==> src/hw/rtl/tcge_pkg.sv <==
`timescale 1ns / 1ps
`default_nettype none

package tcge_pkg;

  // text grid
  localparam int TEXT_COLUMNS = 21;
  localparam int TEXT_ROWS    = 8;
  localparam int COL_W        = (TEXT_COLUMNS > 1) ? $clog2(TEXT_COLUMNS) : 1;
  localparam int ROW_W        = (TEXT_ROWS > 1) ? $clog2(TEXT_ROWS) : 1;

  localparam int CELL_WIDTH = 6;
  localparam int FONT_WIDTH = 5;
  localparam int GLYPHS     = 43;
  localparam int GLYPH_W    = $clog2(GLYPHS);
  localparam int FCOL_W     = $clog2(FONT_WIDTH);

  // input commands and special characters
  localparam logic       CMD_PRINT      = 1'b0;
  localparam logic       CMD_SET_CURSOR = 1'b1;
  localparam logic [7:0] CHAR_NEWLINE   = 8'd10;

  // controller opcodes
  localparam logic [7:0] OP_COLUMN_WINDOW = 8'h21;
  localparam logic [7:0] OP_PAGE_WINDOW   = 8'h22;
  localparam logic [7:0] BLANK_COLUMN     = 8'h00;

  // byte slots inside one character sequence
  localparam int         SLOTS        = 12;
  localparam int         SLOT_W       = $clog2(SLOTS);
  localparam logic [SLOT_W-1:0] SLOT_COL_OP    = SLOT_W'(0);
  localparam logic [SLOT_W-1:0] SLOT_COL_START = SLOT_W'(1);
  localparam logic [SLOT_W-1:0] SLOT_COL_END   = SLOT_W'(2);
  localparam logic [SLOT_W-1:0] SLOT_PAGE_OP   = SLOT_W'(3);
  localparam logic [SLOT_W-1:0] SLOT_PAGE_LO   = SLOT_W'(4);
  localparam logic [SLOT_W-1:0] SLOT_PAGE_HI   = SLOT_W'(5);
  localparam logic [SLOT_W-1:0] SLOT_DATA0     = SLOT_W'(6);
  localparam logic [SLOT_W-1:0] SLOT_DATA1     = SLOT_W'(7);
  localparam logic [SLOT_W-1:0] SLOT_DATA2     = SLOT_W'(8);
  localparam logic [SLOT_W-1:0] SLOT_DATA3     = SLOT_W'(9);
  localparam logic [SLOT_W-1:0] SLOT_DATA4     = SLOT_W'(10);
  localparam logic [SLOT_W-1:0] SLOT_BLANK     = SLOT_W'(11);

  // glyph indexes
  localparam int G_SPACE    = 0;
  localparam int G_QUERY    = 1;
  localparam int G_DOT      = 2;
  localparam int G_COLON    = 3;
  localparam int G_MINUS    = 4;
  localparam int G_SLASH    = 5;
  localparam int G_PERCENT  = 6;
  localparam int G_DIGIT0   = 7;
  localparam int G_LETTER_A = 17;

  localparam logic [7:0] FONT [GLYPHS][FONT_WIDTH] = '{
    '{8'h00, 8'h00, 8'h00, 8'h00, 8'h00}, '{8'h02, 8'h01, 8'h51, 8'h09, 8'h06},
    '{8'h00, 8'h60, 8'h60, 8'h00, 8'h00}, '{8'h00, 8'h36, 8'h36, 8'h00, 8'h00},
    '{8'h08, 8'h08, 8'h08, 8'h08, 8'h08}, '{8'h20, 8'h10, 8'h08, 8'h04, 8'h02},
    '{8'h63, 8'h13, 8'h08, 8'h64, 8'h63},
    '{8'h3E, 8'h51, 8'h49, 8'h45, 8'h3E}, '{8'h00, 8'h42, 8'h7F, 8'h40, 8'h00},
    '{8'h42, 8'h61, 8'h51, 8'h49, 8'h46}, '{8'h21, 8'h41, 8'h45, 8'h4B, 8'h31},
    '{8'h18, 8'h14, 8'h12, 8'h7F, 8'h10}, '{8'h27, 8'h45, 8'h45, 8'h45, 8'h39},
    '{8'h3C, 8'h4A, 8'h49, 8'h49, 8'h30}, '{8'h01, 8'h71, 8'h09, 8'h05, 8'h03},
    '{8'h36, 8'h49, 8'h49, 8'h49, 8'h36}, '{8'h06, 8'h49, 8'h49, 8'h29, 8'h1E},
    '{8'h7E, 8'h11, 8'h11, 8'h11, 8'h7E}, '{8'h7F, 8'h49, 8'h49, 8'h49, 8'h36},
    '{8'h3E, 8'h41, 8'h41, 8'h41, 8'h22}, '{8'h7F, 8'h41, 8'h41, 8'h22, 8'h1C},
    '{8'h7F, 8'h49, 8'h49, 8'h49, 8'h41}, '{8'h7F, 8'h09, 8'h09, 8'h09, 8'h01},
    '{8'h3E, 8'h41, 8'h49, 8'h49, 8'h7A}, '{8'h7F, 8'h08, 8'h08, 8'h08, 8'h7F},
    '{8'h00, 8'h41, 8'h7F, 8'h41, 8'h00}, '{8'h20, 8'h40, 8'h41, 8'h3F, 8'h01},
    '{8'h7F, 8'h08, 8'h14, 8'h22, 8'h41}, '{8'h7F, 8'h40, 8'h40, 8'h40, 8'h40},
    '{8'h7F, 8'h02, 8'h0C, 8'h02, 8'h7F}, '{8'h7F, 8'h04, 8'h08, 8'h10, 8'h7F},
    '{8'h3E, 8'h41, 8'h41, 8'h41, 8'h3E}, '{8'h7F, 8'h09, 8'h09, 8'h09, 8'h06},
    '{8'h3E, 8'h41, 8'h51, 8'h21, 8'h5E}, '{8'h7F, 8'h09, 8'h19, 8'h29, 8'h46},
    '{8'h46, 8'h49, 8'h49, 8'h49, 8'h31}, '{8'h01, 8'h01, 8'h7F, 8'h01, 8'h01},
    '{8'h3F, 8'h40, 8'h40, 8'h40, 8'h3F}, '{8'h1F, 8'h20, 8'h40, 8'h20, 8'h1F},
    '{8'h3F, 8'h40, 8'h38, 8'h40, 8'h3F}, '{8'h63, 8'h14, 8'h08, 8'h14, 8'h63},
    '{8'h07, 8'h08, 8'h70, 8'h08, 8'h07}, '{8'h61, 8'h51, 8'h49, 8'h45, 8'h43}
  };

  // character code to glyph index, lowercase folded, unknown to question mark
  function automatic logic [GLYPH_W-1:0] glyph_index(input logic [7:0] code);
    logic [7:0]         c;
    logic [GLYPH_W-1:0] g;
    c = code;
    if (c >= 8'd97 && c <= 8'd122) begin
      c = c - 8'd32;
    end
    if (c >= 8'd48 && c <= 8'd57) begin
      g = GLYPH_W'(G_DIGIT0) + GLYPH_W'(c - 8'd48);
    end else if (c >= 8'd65 && c <= 8'd90) begin
      g = GLYPH_W'(G_LETTER_A) + GLYPH_W'(c - 8'd65);
    end else if (c == 8'd32) begin
      g = GLYPH_W'(G_SPACE);
    end else if (c == 8'd46) begin
      g = GLYPH_W'(G_DOT);
    end else if (c == 8'd58) begin
      g = GLYPH_W'(G_COLON);
    end else if (c == 8'd45 || c == 8'd95) begin
      g = GLYPH_W'(G_MINUS);
    end else if (c == 8'd47) begin
      g = GLYPH_W'(G_SLASH);
    end else if (c == 8'd37) begin
      g = GLYPH_W'(G_PERCENT);
    end else begin
      g = GLYPH_W'(G_QUERY);
    end
    return g;
  endfunction

endpackage

`default_nettype wire

==> src/hw/rtl/text_cursor_glyph_emitter.sv <==
`timescale 1ns / 1ps
`default_nettype none

// channel   direction  handshake                 payload
// input     in         in_valid_i / in_stall_o   cmd_i, char_code_i, column_setting_i,
//                                                row_setting_i
// output    out        out_valid_o / out_stall_i out_byte_o, is_data_o, last_o
// config    in         cfg_we_i                  cfg_wdata_i (enable)
//
// a printed character holds the job register while its bytes go out, one byte per
// cycle unless the output stalls, out of the 12-slot byte sequencer; the next item
// is taken in the cycle the last byte moves to the output register.
// cursor moves, newlines and ignored prints make no bytes and open no job.
// reset clears the cursor, enable and all valid flags; an output stall freezes
// the byte sequencer and, once the job is open, the input side.

module text_cursor_glyph_emitter (
  input  wire logic                 clk_i,
  input  wire logic                 rst_ni,
  input  wire logic                 in_valid_i,
  output      logic                 in_stall_o,
  input  wire logic                 cmd_i,
  input  wire logic [7:0]           char_code_i,
  input  wire logic [7:0]           column_setting_i,
  input  wire logic [7:0]           row_setting_i,
  output      logic                 out_valid_o,
  input  wire logic                 out_stall_i,
  output      logic [7:0]           out_byte_o,
  output      logic                 is_data_o,
  output      logic                 last_o,
  input  wire logic                 cfg_we_i,
  input  wire logic                 cfg_wdata_i
);
  import tcge_pkg::*;

  localparam logic [COL_W-1:0] LAST_COL = COL_W'(TEXT_COLUMNS - 1);
  localparam logic [ROW_W-1:0] LAST_ROW = ROW_W'(TEXT_ROWS - 1);
  localparam logic [7:0]       COLS_B   = 8'(TEXT_COLUMNS);
  localparam logic [7:0]       ROWS_B   = 8'(TEXT_ROWS);

  // configuration and cursor
  logic             enable_q;
  logic [COL_W-1:0] col_q, col_d;
  logic [ROW_W-1:0] row_q, row_d;

  // open print job
  logic               job_busy_q, job_busy_d;
  logic [SLOT_W-1:0]  slot_q, slot_d;
  logic [7:0]         start_q;
  logic [ROW_W-1:0]   job_row_q;
  logic [GLYPH_W-1:0] glyph_q;

  // output register
  logic       out_valid_q, out_valid_d;
  logic [7:0] out_byte_q;
  logic       is_data_q, last_q;

  logic       accept, is_print, advance, job_done;
  logic [7:0] start_d;
  logic [7:0] byte_sel;
  logic       data_sel;
  logic [FCOL_W-1:0] font_col;
  logic [ROW_W-1:0]  row_next;

  // the sequencer moves a byte whenever the output register is free
  assign advance  = job_busy_q && (!out_valid_q || !out_stall_i);
  assign job_done = advance && (slot_q == SLOT_BLANK);
  assign in_stall_o = job_busy_q && !job_done;
  assign accept   = in_valid_i && !in_stall_o;
  assign is_print = (cmd_i == CMD_PRINT) && enable_q && (char_code_i != CHAR_NEWLINE);

  // pixel column of the current cell, kept to a byte
  assign start_d  = 8'({{(8 - COL_W){1'b0}}, col_q} * 8'(CELL_WIDTH));
  // row advance sticks at the last row
  assign row_next = (row_q == LAST_ROW) ? row_q : row_q + ROW_W'(1);

  // cursor update for the item being accepted
  always_comb begin
    col_d = col_q;
    row_d = row_q;
    if (accept) begin
      if (cmd_i == CMD_SET_CURSOR) begin
        col_d = (column_setting_i < COLS_B) ? column_setting_i[COL_W-1:0] : LAST_COL;
        row_d = (row_setting_i < ROWS_B) ? row_setting_i[ROW_W-1:0] : LAST_ROW;
      end else if (enable_q && char_code_i == CHAR_NEWLINE) begin
        col_d = '0;
        row_d = row_next;
      end else if (enable_q) begin
        // printed: step right, wrap at line end
        if (col_q == LAST_COL) begin
          col_d = '0;
          row_d = row_next;
        end else begin
          col_d = col_q + COL_W'(1);
        end
      end
    end
  end

  always_comb begin
    job_busy_d = job_busy_q;
    slot_d     = slot_q;
    if (accept && is_print) begin
      job_busy_d = 1'b1;
      slot_d     = SLOT_COL_OP;
    end else if (job_done) begin
      job_busy_d = 1'b0;
    end else if (advance) begin
      slot_d = slot_q + SLOT_W'(1);
    end
  end

  // byte of the current slot
  assign font_col = FCOL_W'(slot_q - SLOT_DATA0);
  always_comb begin
    byte_sel = BLANK_COLUMN;
    data_sel = 1'b1;
    unique case (slot_q)
      SLOT_COL_OP: begin
        byte_sel = OP_COLUMN_WINDOW;
        data_sel = 1'b0;
      end
      SLOT_COL_START: begin
        byte_sel = start_q;
        data_sel = 1'b0;
      end
      SLOT_COL_END: begin
        byte_sel = start_q + 8'(CELL_WIDTH - 1);
        data_sel = 1'b0;
      end
      SLOT_PAGE_OP: begin
        byte_sel = OP_PAGE_WINDOW;
        data_sel = 1'b0;
      end
      SLOT_PAGE_LO, SLOT_PAGE_HI: begin
        byte_sel = 8'(job_row_q);
        data_sel = 1'b0;
      end
      SLOT_DATA0, SLOT_DATA1, SLOT_DATA2, SLOT_DATA3, SLOT_DATA4: begin
        byte_sel = FONT[glyph_q][font_col];
      end
      default: begin
        byte_sel = BLANK_COLUMN;
      end
    endcase
  end

  always_comb begin
    out_valid_d = out_valid_q;
    if (advance) begin
      out_valid_d = 1'b1;
    end else if (!out_stall_i) begin
      out_valid_d = 1'b0;
    end
  end

  always_ff @(posedge clk_i or negedge rst_ni) begin
    if (!rst_ni) begin
      enable_q    <= 1'b0;
      col_q       <= '0;
      row_q       <= '0;
      job_busy_q  <= 1'b0;
      slot_q      <= SLOT_COL_OP;
      out_valid_q <= 1'b0;
    end else begin
      if (cfg_we_i) begin
        enable_q <= cfg_wdata_i;
      end
      col_q       <= col_d;
      row_q       <= row_d;
      job_busy_q  <= job_busy_d;
      slot_q      <= slot_d;
      out_valid_q <= out_valid_d;
    end
  end

  // payload registers
  always_ff @(posedge clk_i) begin
    if (accept && is_print) begin
      start_q   <= start_d;
      job_row_q <= row_q;
      glyph_q   <= glyph_index(char_code_i);
    end
    if (advance) begin
      out_byte_q <= byte_sel;
      is_data_q  <= data_sel;
      last_q     <= (slot_q == SLOT_BLANK);
    end
  end

  assign out_valid_o = out_valid_q;
  assign out_byte_o  = out_byte_q;
  assign is_data_o   = is_data_q;
  assign last_o      = last_q;

endmodule

`default_nettype wire

==> config.mk <==
export PLATFORM = sky130hd
export DESIGN_NAME = text_cursor_glyph_emitter
export DESIGN_NICKNAME = d
export VERILOG_FILES = /design/src/hw/rtl/tcge_pkg.sv /design/src/hw/rtl/text_cursor_glyph_emitter.sv
export SDC_FILE = /design/constraint.sdc
export NUM_CORES = 1
export LEC_CHECK = 0
export ABC_AREA = 0
export BUFFER_PORTS_ARGS = -buffer_cell sky130_fd_sc_hd__clkbuf_2
export CAP_MARGIN = 20
export CORE_UTILIZATION = 61
export CTS_CLUSTER_DIAMETER = 60
export DETAILED_ROUTE_END_ITERATION = 7
export PLACE_DENSITY_LB_ADDON = 0.05
export SKIP_LAST_GASP = 1
export SLEW_MARGIN = 15
export SYNTH_ARGS = -nofsm -noshare
export SYNTH_HDL_FRONTEND = slang
export SYNTH_SLANG_ARGS = --single-unit
==> constraint.sdc <==
create_clock -name clk_i -period 3.3 [get_ports clk_i]
set_input_delay 0.495 -clock clk_i [delete_from_list [all_inputs] [get_ports clk_i]]
set_output_delay 0.495 -clock clk_i [all_outputs]
set_load 0.02 [all_outputs]
## Word-level counts from Yosys, hierarchy flattened

Memory sizes are Yosys's and may differ from the RTL's.
Index checks and enable logic that the tools add are counted.

- $add $sub $neg: 10
- Multipliers: 1
- Order comparisons: 10
- Equal/unequal tests: 24
- Multiplexer cells: 35
- Bitwise logic cells: 3
- Reduce and logical (&&, ||, !) cells: 28

Operator list:

| cell | number |
|---|---|
| $mux 40 | 2 |
| $eq 8x6->1 const B | 6 |
| $pmux 8 s6 | 1 |
| $mux 3 | 12 |
| $mux 8 | 4 |
| $mux 5 | 5 |
| $bmux 8 s3 | 1 |
| $eq 4x3->1 const B | 4 |
| $eq 4x4->1 const B | 4 |
| $ge 8x7->1 const B | 2 |
| $le 8x7->1 const B | 2 |
| $mux 4 | 3 |
| $mux 6 | 2 |
| $logic_and 1x1->1 | 11 |
| $add 8x3->8 const B | 1 |
| $eq 4x2->1 const B | 2 |
| $eq 8x4->1 const B | 1 |
| $eq 8x7->1 const B | 1 |
| $ge 8x6->1 const B | 1 |
| $le 8x6->1 const B | 1 |
| $lt 8x4->1 const B | 1 |
| $lt 8x5->1 const B | 1 |
| $ne 8x4->1 const B | 1 |
| $sub 8x6->8 const B | 1 |
| other kinds (29) | 41 |

- Bits in registers: 41
- Memory bits (read-only): 2560
- Logic and storage cells: 124
- Memories kept: 1

Memory list:

| name | depth | bits a word | rd ports | clocked after Yosys merged registers in | wr ports | RTL line | RTL |
|---|---|---|---|---|---|---|---|
| (no name shown) | 64 | 40 | 1 | 0 | 0 | text_cursor_glyph_emitter.sv:140 | `byte_sel = FONT[glyph_q][font_col];` |

## Longest topological paths before layout

Gate-level depths: netlist (run 1).

- Depth after elaboration: 19
- Mapped depth: 11

## Worst setup path before layout (run 1)

OpenSTA, ideal clock, no wires.

- Kind: reg2reg
- Start point: reg glyph_q[0]
- End point: reg out_byte_q[6] (netlist: out_byte_o[6]), data pin
- Library setup time: 0.256 ns
- Arrival: 2.273 ns
- Data required time: 3.044 ns
- Setup slack: 0.771 ns
- Cell stages (with the launch flop): 10
- Path buffers: 2
- Clock period less this slack: 2.529 ns
- Cell sequence: edfxtp_1 -> clkbuf_1 -> inv_1 -> ha_1 -> buf_2 -> xnor2_1 -> a211oi_1 -> o41ai_1 -> nand4_1 -> a41o_1

- Longest elaborated chain between the ends: 8

RTL lines:

| item | RTL line | RTL |
|---|---|---|
| start, declared | text_cursor_glyph_emitter.sv:51 | `logic [GLYPH_W-1:0] glyph_q;` |
| start signal, assigned | text_cursor_glyph_emitter.sv:182 | `glyph_q <= glyph_index(char_code_i);` |
| $not 6->7 (implied by the code) | text_cursor_glyph_emitter.sv:140 |  |
| $mem_v2 64x40 | - |  |
| $mux 40 (implied by the code) (2 in series) | text_cursor_glyph_emitter.sv:140 |  |
| $bmux 8 s3 | text_cursor_glyph_emitter.sv:140 |  |
| $mux 8 (implied by the code) (2 in series) | text_cursor_glyph_emitter.sv:140 |  |
| $pmux 8 s6 | text_cursor_glyph_emitter.sv:118 | `unique case (slot_q)` |
| named net byte_sel[6] | text_cursor_glyph_emitter.sv:60 | `logic [7:0] byte_sel;` |
| end signal, assigned | text_cursor_glyph_emitter.sv:185 | `out_byte_q <= byte_sel;` |
| end, declared | text_cursor_glyph_emitter.sv:55 | `logic [7:0] out_byte_q;` |

The timed path passes the listed nets, and every way through them passes these cells. The select of a mux whose other input is x is not followed.
A chain may end at the register's enable or synchronous reset.

## Worst setup path after layout (run 1)

Ends and elaborated chain as after synthesis.

==> key figures, run 1 <==
Synth
  • Synth top area share: 16.85%
  • Post-Syn Instances: 596
  • Synth unique cells: 77
  • Cell with the most instances after synthesis: nand2_1
  • Largest cells by area after synthesis: edfxtp_1 (17%), dfrtp_1 (8.1%), ha_1 (8.1%), a21oi_1 (5.4%), o21ai_0 (5.1%)
  • EDFF count, synth: 26
  • Yosys reg bits: 41
  • Synth Area in Simple Gates: 22.35%
  • Register area share after synthesis: 24.95%
  • Synth Area in Compound Gates: 31.53%
  • Most frequent cells after synthesis: nand2_1 (57), a21oi_1 (50), nor2_1 (49), o21ai_0 (47), ha_1 (30)
  • Syn_nets: 658
  • Mux cell area share after synthesis: 2.781%
  • Yosys warning total: 0
  • Async set-reset flop share out of synthesis: 36.59%
  • Post-Synth Adder-Cell Area: 8.531%
  • Area leader, netlist: edfxtp_1
  • Main combinational cell family by area after synthesis: compound AO/OA/AOI/OAI gates
  • Top FF cell, synth: edfxtp_1
  • Mapped Area: 4634 um^2
  • Avg Inst Size Synth: 7.776 um^2
  • Post-Synth XOR/XNOR Area: 2.268%

STA
  • Fin. Hold Viols: 0
  • Worst clock skew: 0.006403 ns
  • Least-Margin Pin Slew: 0.7632 ns
  • Unrepaired setup endpoints after global routing: false
  • Tcrit/Tclk final: 82.76%
  • Slew Limit Fails: 0
  • FMAX: 366.1 MHz
  • Setup TNS: 0 ns
  • Slew HR: 49.12%
  • Setup violations, final: 0
  • Fin crit period: 2.731 ns
  • Final Worst Setup Slack: 0.5688 ns

Cells and area
  • Non-Filler Instances: 715
  • Nets: 677
  • Ant diodes: 0
  • Fillers: 657
  • Area Growth Syn to Fin: 7.100%
  • Fraction of final layout cells sized beyond drive strength 1: 14.12%

Floorplan
  • Die area: 7950 um^2
  • Core area: 7292 um^2
  • I/O pins: 43
  • Die height: 89.17 um
  • Rows: 31
  • DIE WIDTH: 89.17 um
  • Initial Utilization: 63.56%

Global routing
  • Largest net degree at the start of global routing: 33
  • GR Overflow Total: 0
  • Gr usage total: 38.35%
  • First-pass GRT wire length: 22.89 mm
  • Initial antenna violation count: 0
  • Vias in the first global route: 4492

Run status
  • Outcome: finished, violations left
  • Failing checks: DRC

CTS
  • H-tree lvl count: 2
  • PostCTS Resize Cnt: 0
  • Worst-Skew Late Latency: 0.30 ns
  • Root buffer cell: clkbuf_8
  • Maximum clock path buffer count: 2
  • CTS tree: built
  • CTS clk-pin slew, worst paths: 0.09 ns
  • Hold-fix buffers, CTS: 0
  • CTS buffer count: 5
  • # clock sinks: 41
  • Setup Buffers After CTS: 0

Critical path
  • R2r setup slk: 0.57 ns
  • R2R depth: 7
  • CP Data Arrival Time: 2.79 ns
  • CP max-delay cell: o41ai_1
  • WP data required: 3.36 ns
  • Worst Setup End Kind: flop
  • Critical register-to-register path endpoint: out_byte_o[6]
  • Worst-path cell chain: inv_1 > ha_1 > xnor2_1 > a211oi_1 > o41ai_1 > nand4_1 > a41o_1
  • Worst r2r src: glyph_q[0]
  • Startpoint types: flop
  • CP max FO: 12
  • Setup CP Type: reg -> reg
  • Largest stage delay, worst path: 0.49 ns

Route
  • Drt wl/cell: 20.49 um
  • DRC: 3
  • DRT iter0 DRCs: 1080
  • Vias per cell: 7.062
  • Final antenna-violating net count: 0
  • Routed wire length: 14.65 mm
  • DR vias: 5049
  • Total iterations of the first detailed-routing run: 8

Pwr
  • Pwr/cell area: 616.8 nW/um^2
  • VDD IR-drop max: 332.8 uV
  • Leak: 2.025 nW

Min path
  • Min-delay worst type: in -> async

Flow run
  • Max cap viols: 0

Placement
  • Placed Cells: 707
  • Pre-CTS setup slack: 0.6522 ns
  • Port bufs: 42
  • Gpl congestion: 1.089
  • Hpwl dp: 10.58 mm
-- metrics by stage --
step / utilization [%] / hold WS, ns / cell area (um^2) / power (mW)
final: 68.07 / 0.1171 / 4964 / 3.061
after global routing: 68.07 / 0.1374 / 4964 / 3.280
after CTS: 68.07 / 0.1200 / 4964 / 3.008
after detailed placement: 66.51 / 0.4487 / 4850 / 2.597
after global placement: 66.51 / 0.4493 / 4850 / 2.543
after floorplan: - / 0.1994 / 4634 / 2.122
-- state kept, by name (all words and copies together), names as in the netlist --
name,count
job_row_q,3
enable_q,1
slot_q,4
out_byte_o,8
out_valid_o,1
glyph_q,6
start_q,7
last_o,1
is_data_o,1
col_q,5
job_busy_q,1
row_q,3
-- cell families after synthesis --
logic type	Yosys count
and+or+nand+nor	210
adders and majority gates	31
muxes	12
DFF	41
buffers and inverters	74
xor gates and xnor gates	12
AOI/OAI and AO/OA	216
-- how the worst max path moves through the flow --
stage	from	to	slack, ns	cells past startpoint
floorplan	glyph_q[0]	out_byte_o[6]	0.77	9
global placement	glyph_q[0]	out_byte_o[6]	0.67	7
detailed placement	glyph_q[0]	out_byte_o[6]	0.65	7
CTS	glyph_q[0]	out_byte_o[6]	0.62	7
global route	glyph_q[0]	out_byte_o[1]	0.45	7
finish	glyph_q[0]	out_byte_o[6]	0.57	7
-- report_power, final --
group / leakage, nW / internal, mW / total, mW / switching (mW)
sequential: 0.420 / 0.786 / 0.955 / 0.169
clock: 0.0599 / 0.216 / 0.409 / 0.193
combinational: 1.55 / 0.636 / 1.70 / 1.06
-- final cells by class --
cell class,instances,area [um^2],share of cell area [%]
clock buffers,7,107.6,2.168
clock inverters,1,6.256,0.1260
inverters,26,97.59,1.966
multi-input cells,481,3127,62.99
flip-flops and latches,41,1156,23.29
well taps,99,123.9,2.496
repair buffers,60,345.3,6.957
-- metal layers --
| metal | vias up | routed length [um] | GRT usage, % |
|---|---|---|---|
| li1 | 2244 | - | - |
| met1 | 2225 | 5558 | 50.43 |
| met2 | 452 | 6200 | 58.02 |
| met3 | 128 | 1909 | 8.495 |
| met4 | 0 | 984 | 22.22 |
| met5 | - | 0 | 0 |
-- worst max-delay path, delay by kind of cell (launching register included) --
family,cells,cell delay (ns)
AOI/OAI and AO/OA,3,0.87
adders and majority gates,1,0.48
DFF,1,0.39
xor gates and xnor gates,1,0.31
buffers and inverters,1,0.27
and+or+nand+nor,1,0.17
-- cells in the final DEF (no fill, tap or decap), types with 5 or more instances in the layout --
master and count:
nor2b_1 18, xor2_1 5, dfrtp_1 15, o31ai_1 12, edfxtp_1 26, nand2_1 57, a21oi_1 50, a211oi_1 9
clkbuf_8 6, o211ai_1 12, o22ai_1 6, nand2b_1 23, inv_1 24, o221ai_1 5, nor4_1 5, nor2_1 49
ha_1 30, a221oi_1 5, clkbuf_2 42, or3_1 5, xnor2_1 7, nand3_1 17, a22oi_1 5, a31oi_1 14
buf_4 18, mux2i_1 8, nor3_1 10, o21ai_0 47
Power figures use the tool's default switching activity.
==> inputs of run 2 (changes only) <==
--- a/config.mk
+++ b/config.mk
@@ -5,10 +5,10 @@
 export SDC_FILE = /design/constraint.sdc
 export NUM_CORES = 1
 export LEC_CHECK = 0
-export ABC_AREA = 0
+export ABC_AREA = 1
 export BUFFER_PORTS_ARGS = -buffer_cell sky130_fd_sc_hd__clkbuf_2
 export CAP_MARGIN = 20
-export CORE_UTILIZATION = 61
+export CORE_UTILIZATION = 55
 export CTS_CLUSTER_DIAMETER = 60
 export DETAILED_ROUTE_END_ITERATION = 7
 export PLACE_DENSITY_LB_ADDON = 0.05
==> constraint.sdc (replaced) <==
create_clock -name clk_i -period 2.41 [get_ports clk_i]
set_input_delay 0.3615 -clock clk_i [delete_from_list [all_inputs] [get_ports clk_i]]
set_output_delay 0.3615 -clock clk_i [all_outputs]
set_load 0.02 [all_outputs]
==> key figures, run 2 <==
Cells and area
  • Non-Filler Instances: 883
  • Commonest non-fill, non-tap cell in the layout: nand2_1
  • Final core occ: 67.59%
  • Largest register FFs: 8
  • Fraction of final layout cells sized beyond drive strength 1: 20.23%
  • Nets: 842
  • Ant diodes: 0
  • Area Growth Syn to Fin: 16.68%
  • Commonest non-fill, non-tap cells in the layout: nand2_1 (177), inv_1 (79), nor2_1 (63), o21ai_0 (60), nand3_1 (58)

CTS
  • Root buffer cell: clkbuf_8
  • # clock sinks: 41
  • Maximum clock path buffer count: 2
  • H-tree lvl count: 2
  • Worst-Skew Late Latency: 0.31 ns
  • CTS buffer count: 5
  • CTS tree: built
  • CTS clk-pin slew, worst paths: 0.10 ns

Flow run
  • Max cap viols: 0

STA
  • Setup violations, final: 0
  • Tcrit/Tclk final: 94.82%
  • Setup TNS: 0 ns
  • Fin. Hold Viols: 0
  • Fin crit period: 2.285 ns
  • Slew HR: 71.02%
  • Least-Margin Pin Slew: 0.4301 ns
  • Worst clock skew: 0.008982 ns
  • Unrepaired setup endpoints after global routing: true
  • FMAX: 437.6 MHz
  • Slew Limit Fails: 0

Synth
  • Avg Inst Size Synth: 6.472 um^2
  • Syn_nets: 768
  • Post-Syn Instances: 706
  • Register area share after synthesis: 25.30%
  • Top FF cell, synth: edfxtp_1
  • Largest cells by area after synthesis: edfxtp_1 (17%), nand2_1 (15%), dfrtp_1 (8.2%), ha_1 (8.2%), o21ai_0 (6.8%)
  • Mapped Area: 4569 um^2
  • Yosys warning total: 0
  • Synth top area share: 17.09%
  • Synth unique cells: 48
  • Cell with the most instances after synthesis: nand2_1
  • Async set-reset flop share out of synthesis: 36.59%
  • Most frequent cells after synthesis: nand2_1 (178), inv_1 (80), nor2_1 (63), o21ai_0 (62), nand3_1 (58)
  • Area leader, netlist: edfxtp_1
  • EDFF count, synth: 26
  • Yosys reg bits: 41

Critical path
  • WP data required: 2.47 ns
  • R2R depth: 12
  • CP max FO: 9
  • Cell mode on critical path: nand2_1
  • Setup CP Type: reg -> reg
  • Largest stage delay, worst path: 0.46 ns
  • Worst Setup End Kind: flop
  • Critical register-to-register path endpoint: out_byte_o[2]
  • Worst r2r src: glyph_q[0]
  • CP Data Arrival Time: 2.34 ns
  • Worst-path cell chain: buf_6 > ha_2 > inv_1 > nand2_1 > a21oi_1 > nor2_1 > o31ai_2 > nand3_1 > nand3_1 > nand2_1 > nand2_1 > nand2_1
  • R2r setup slk: 0.12 ns
  • Startpoint types: flop
  • CP max-delay cell: edfxtp_1

Global routing
  • Largest net degree at the start of global routing: 26
  • First-pass GRT wire length: 24.70 mm
  • Vias in the first global route: 5168
  • Initial antenna violation count: 0
  • Gr usage total: 36.59%
  • GR Overflow Total: 0

Placement
  • Gpl congestion: 1.011
  • Port bufs: 42
  • Placed Cells: 872
  • Hpwl dp: 11.84 mm

Route
  • Final antenna-violating net count: 0
  • DRT iter0 DRCs: 568
  • DR vias: 5460
  • Drt wl/cell: 17.14 um
  • Total iterations of the first detailed-routing run: 6
  • Routed wire length: 15.13 mm
  • DRC: 0
  • Vias per cell: 6.183

Floorplan
  • Core area: 7888 um^2
  • Die height: 93.15 um
  • DIE WIDTH: 93.15 um
  • Initial Utilization: 57.93%
  • I/O pins: 43
  • Rows: 32
  • Die area: 8677 um^2

Min path
  • WHS Endpoint: enable_q
  • Worst Hold Depth: 2
  • Hold Startpoint: cfg_we_i
  • Min-delay worst type: in -> reg

Pwr
  • Leak: 2.605 nW
  • VDD IR-drop max: 524.9 uV
  • Pwr/cell area: 764.6 nW/um^2

Run status
  • Outcome: finished clean
-- run 2: routing by layer --
layer / track usage (%) / wire length [um]
met3: 6.423 / 1588
met4: 22.18 / 782
met2: 59.31 / 6867
met5: 0 / 0
met1: 45.27 / 5893
-- run 2: timing repair --
item                                   4_1_cts  5_1_grt
buffers inserted                             0        2
endpoints found under the hold margin       15        0
resized for setup                            0       12
setup endpoints to repair                    0        7
hold buffers                                 1        0
-- run 2: through the flow --
| step | hold slack [ns] | area [um^2] | worst slack (ns) | power (mW) |
|---|---|---|---|---|
| after CTS | 0.2660 | 5283 | 0.08386 | 4.006 |
| after detailed placement | 0.2963 | 5180 | 0.09383 | 3.501 |
| after global routing | 0.2735 | 5331 | -0.01517 | 4.358 |
| after global placement | 0.2959 | 5180 | 0.08227 | 3.391 |
| after floorplan | 0.06591 | 4578 | 0.1911 | 2.738 |
| final | 0.2664 | 5331 | 0.1248 | 4.076 |
-- run 2: power breakdown --
group / switching [mW] / total [mW] / internal (mW)
logic: 1.51 / 2.33 / 0.820
clock network: 0.294 / 0.506 / 0.213
registers: 0.172 / 1.24 / 1.07
total: 1.97 / 4.08 / 2.10
-- run 2: cells by family (layout without fill, tap and decap cells) --
group           after synthesis  in the layout  share of synthesized area (%)
compound gates              160            160                          20.51
xor+xnor                      6              6                          1.150
fa+ha+maj                    31             31                          8.653
buf+inv                     121            196                          10.54
flops                        41             41                          25.30
simple gates                347            347                          33.84
-- run 2: worst max path at each step --
stage | start | end | depth (start not counted)
after floorplan | glyph_q[0] | out_byte_o[4] | 14
after global placement | glyph_q[0] | out_byte_o[2] | 12
after detailed placement | char_code_i[0] | glyph_q[0] | 16
after CTS | glyph_q[0] | out_byte_o[5] | 12
after global routing | glyph_q[0] | out_byte_o[2] | 12
final | glyph_q[0] | out_byte_o[2] | 12
-- run 2: cell type report --
cell class                 count  area, um^2
clock buffer                   5       68.82
clock inverter                 3       23.77
fill                         671        2556
inverter                      91       342.8
multi-input combinational    544        2970
sequential                    41        1156
tap                          102       127.6
timing repair buffer          97       641.9
-- run 2: worst max-delay path: cells and delay by family, from the launching register on --
family | cells | cell delay [ns]
adders and majority gates | 1 | 0.22
DFF | 1 | 0.46
AOI/OAI and AO/OA | 2 | 0.48
and+or+nand+nor | 7 | 0.57
buffers and inverters | 2 | 0.30
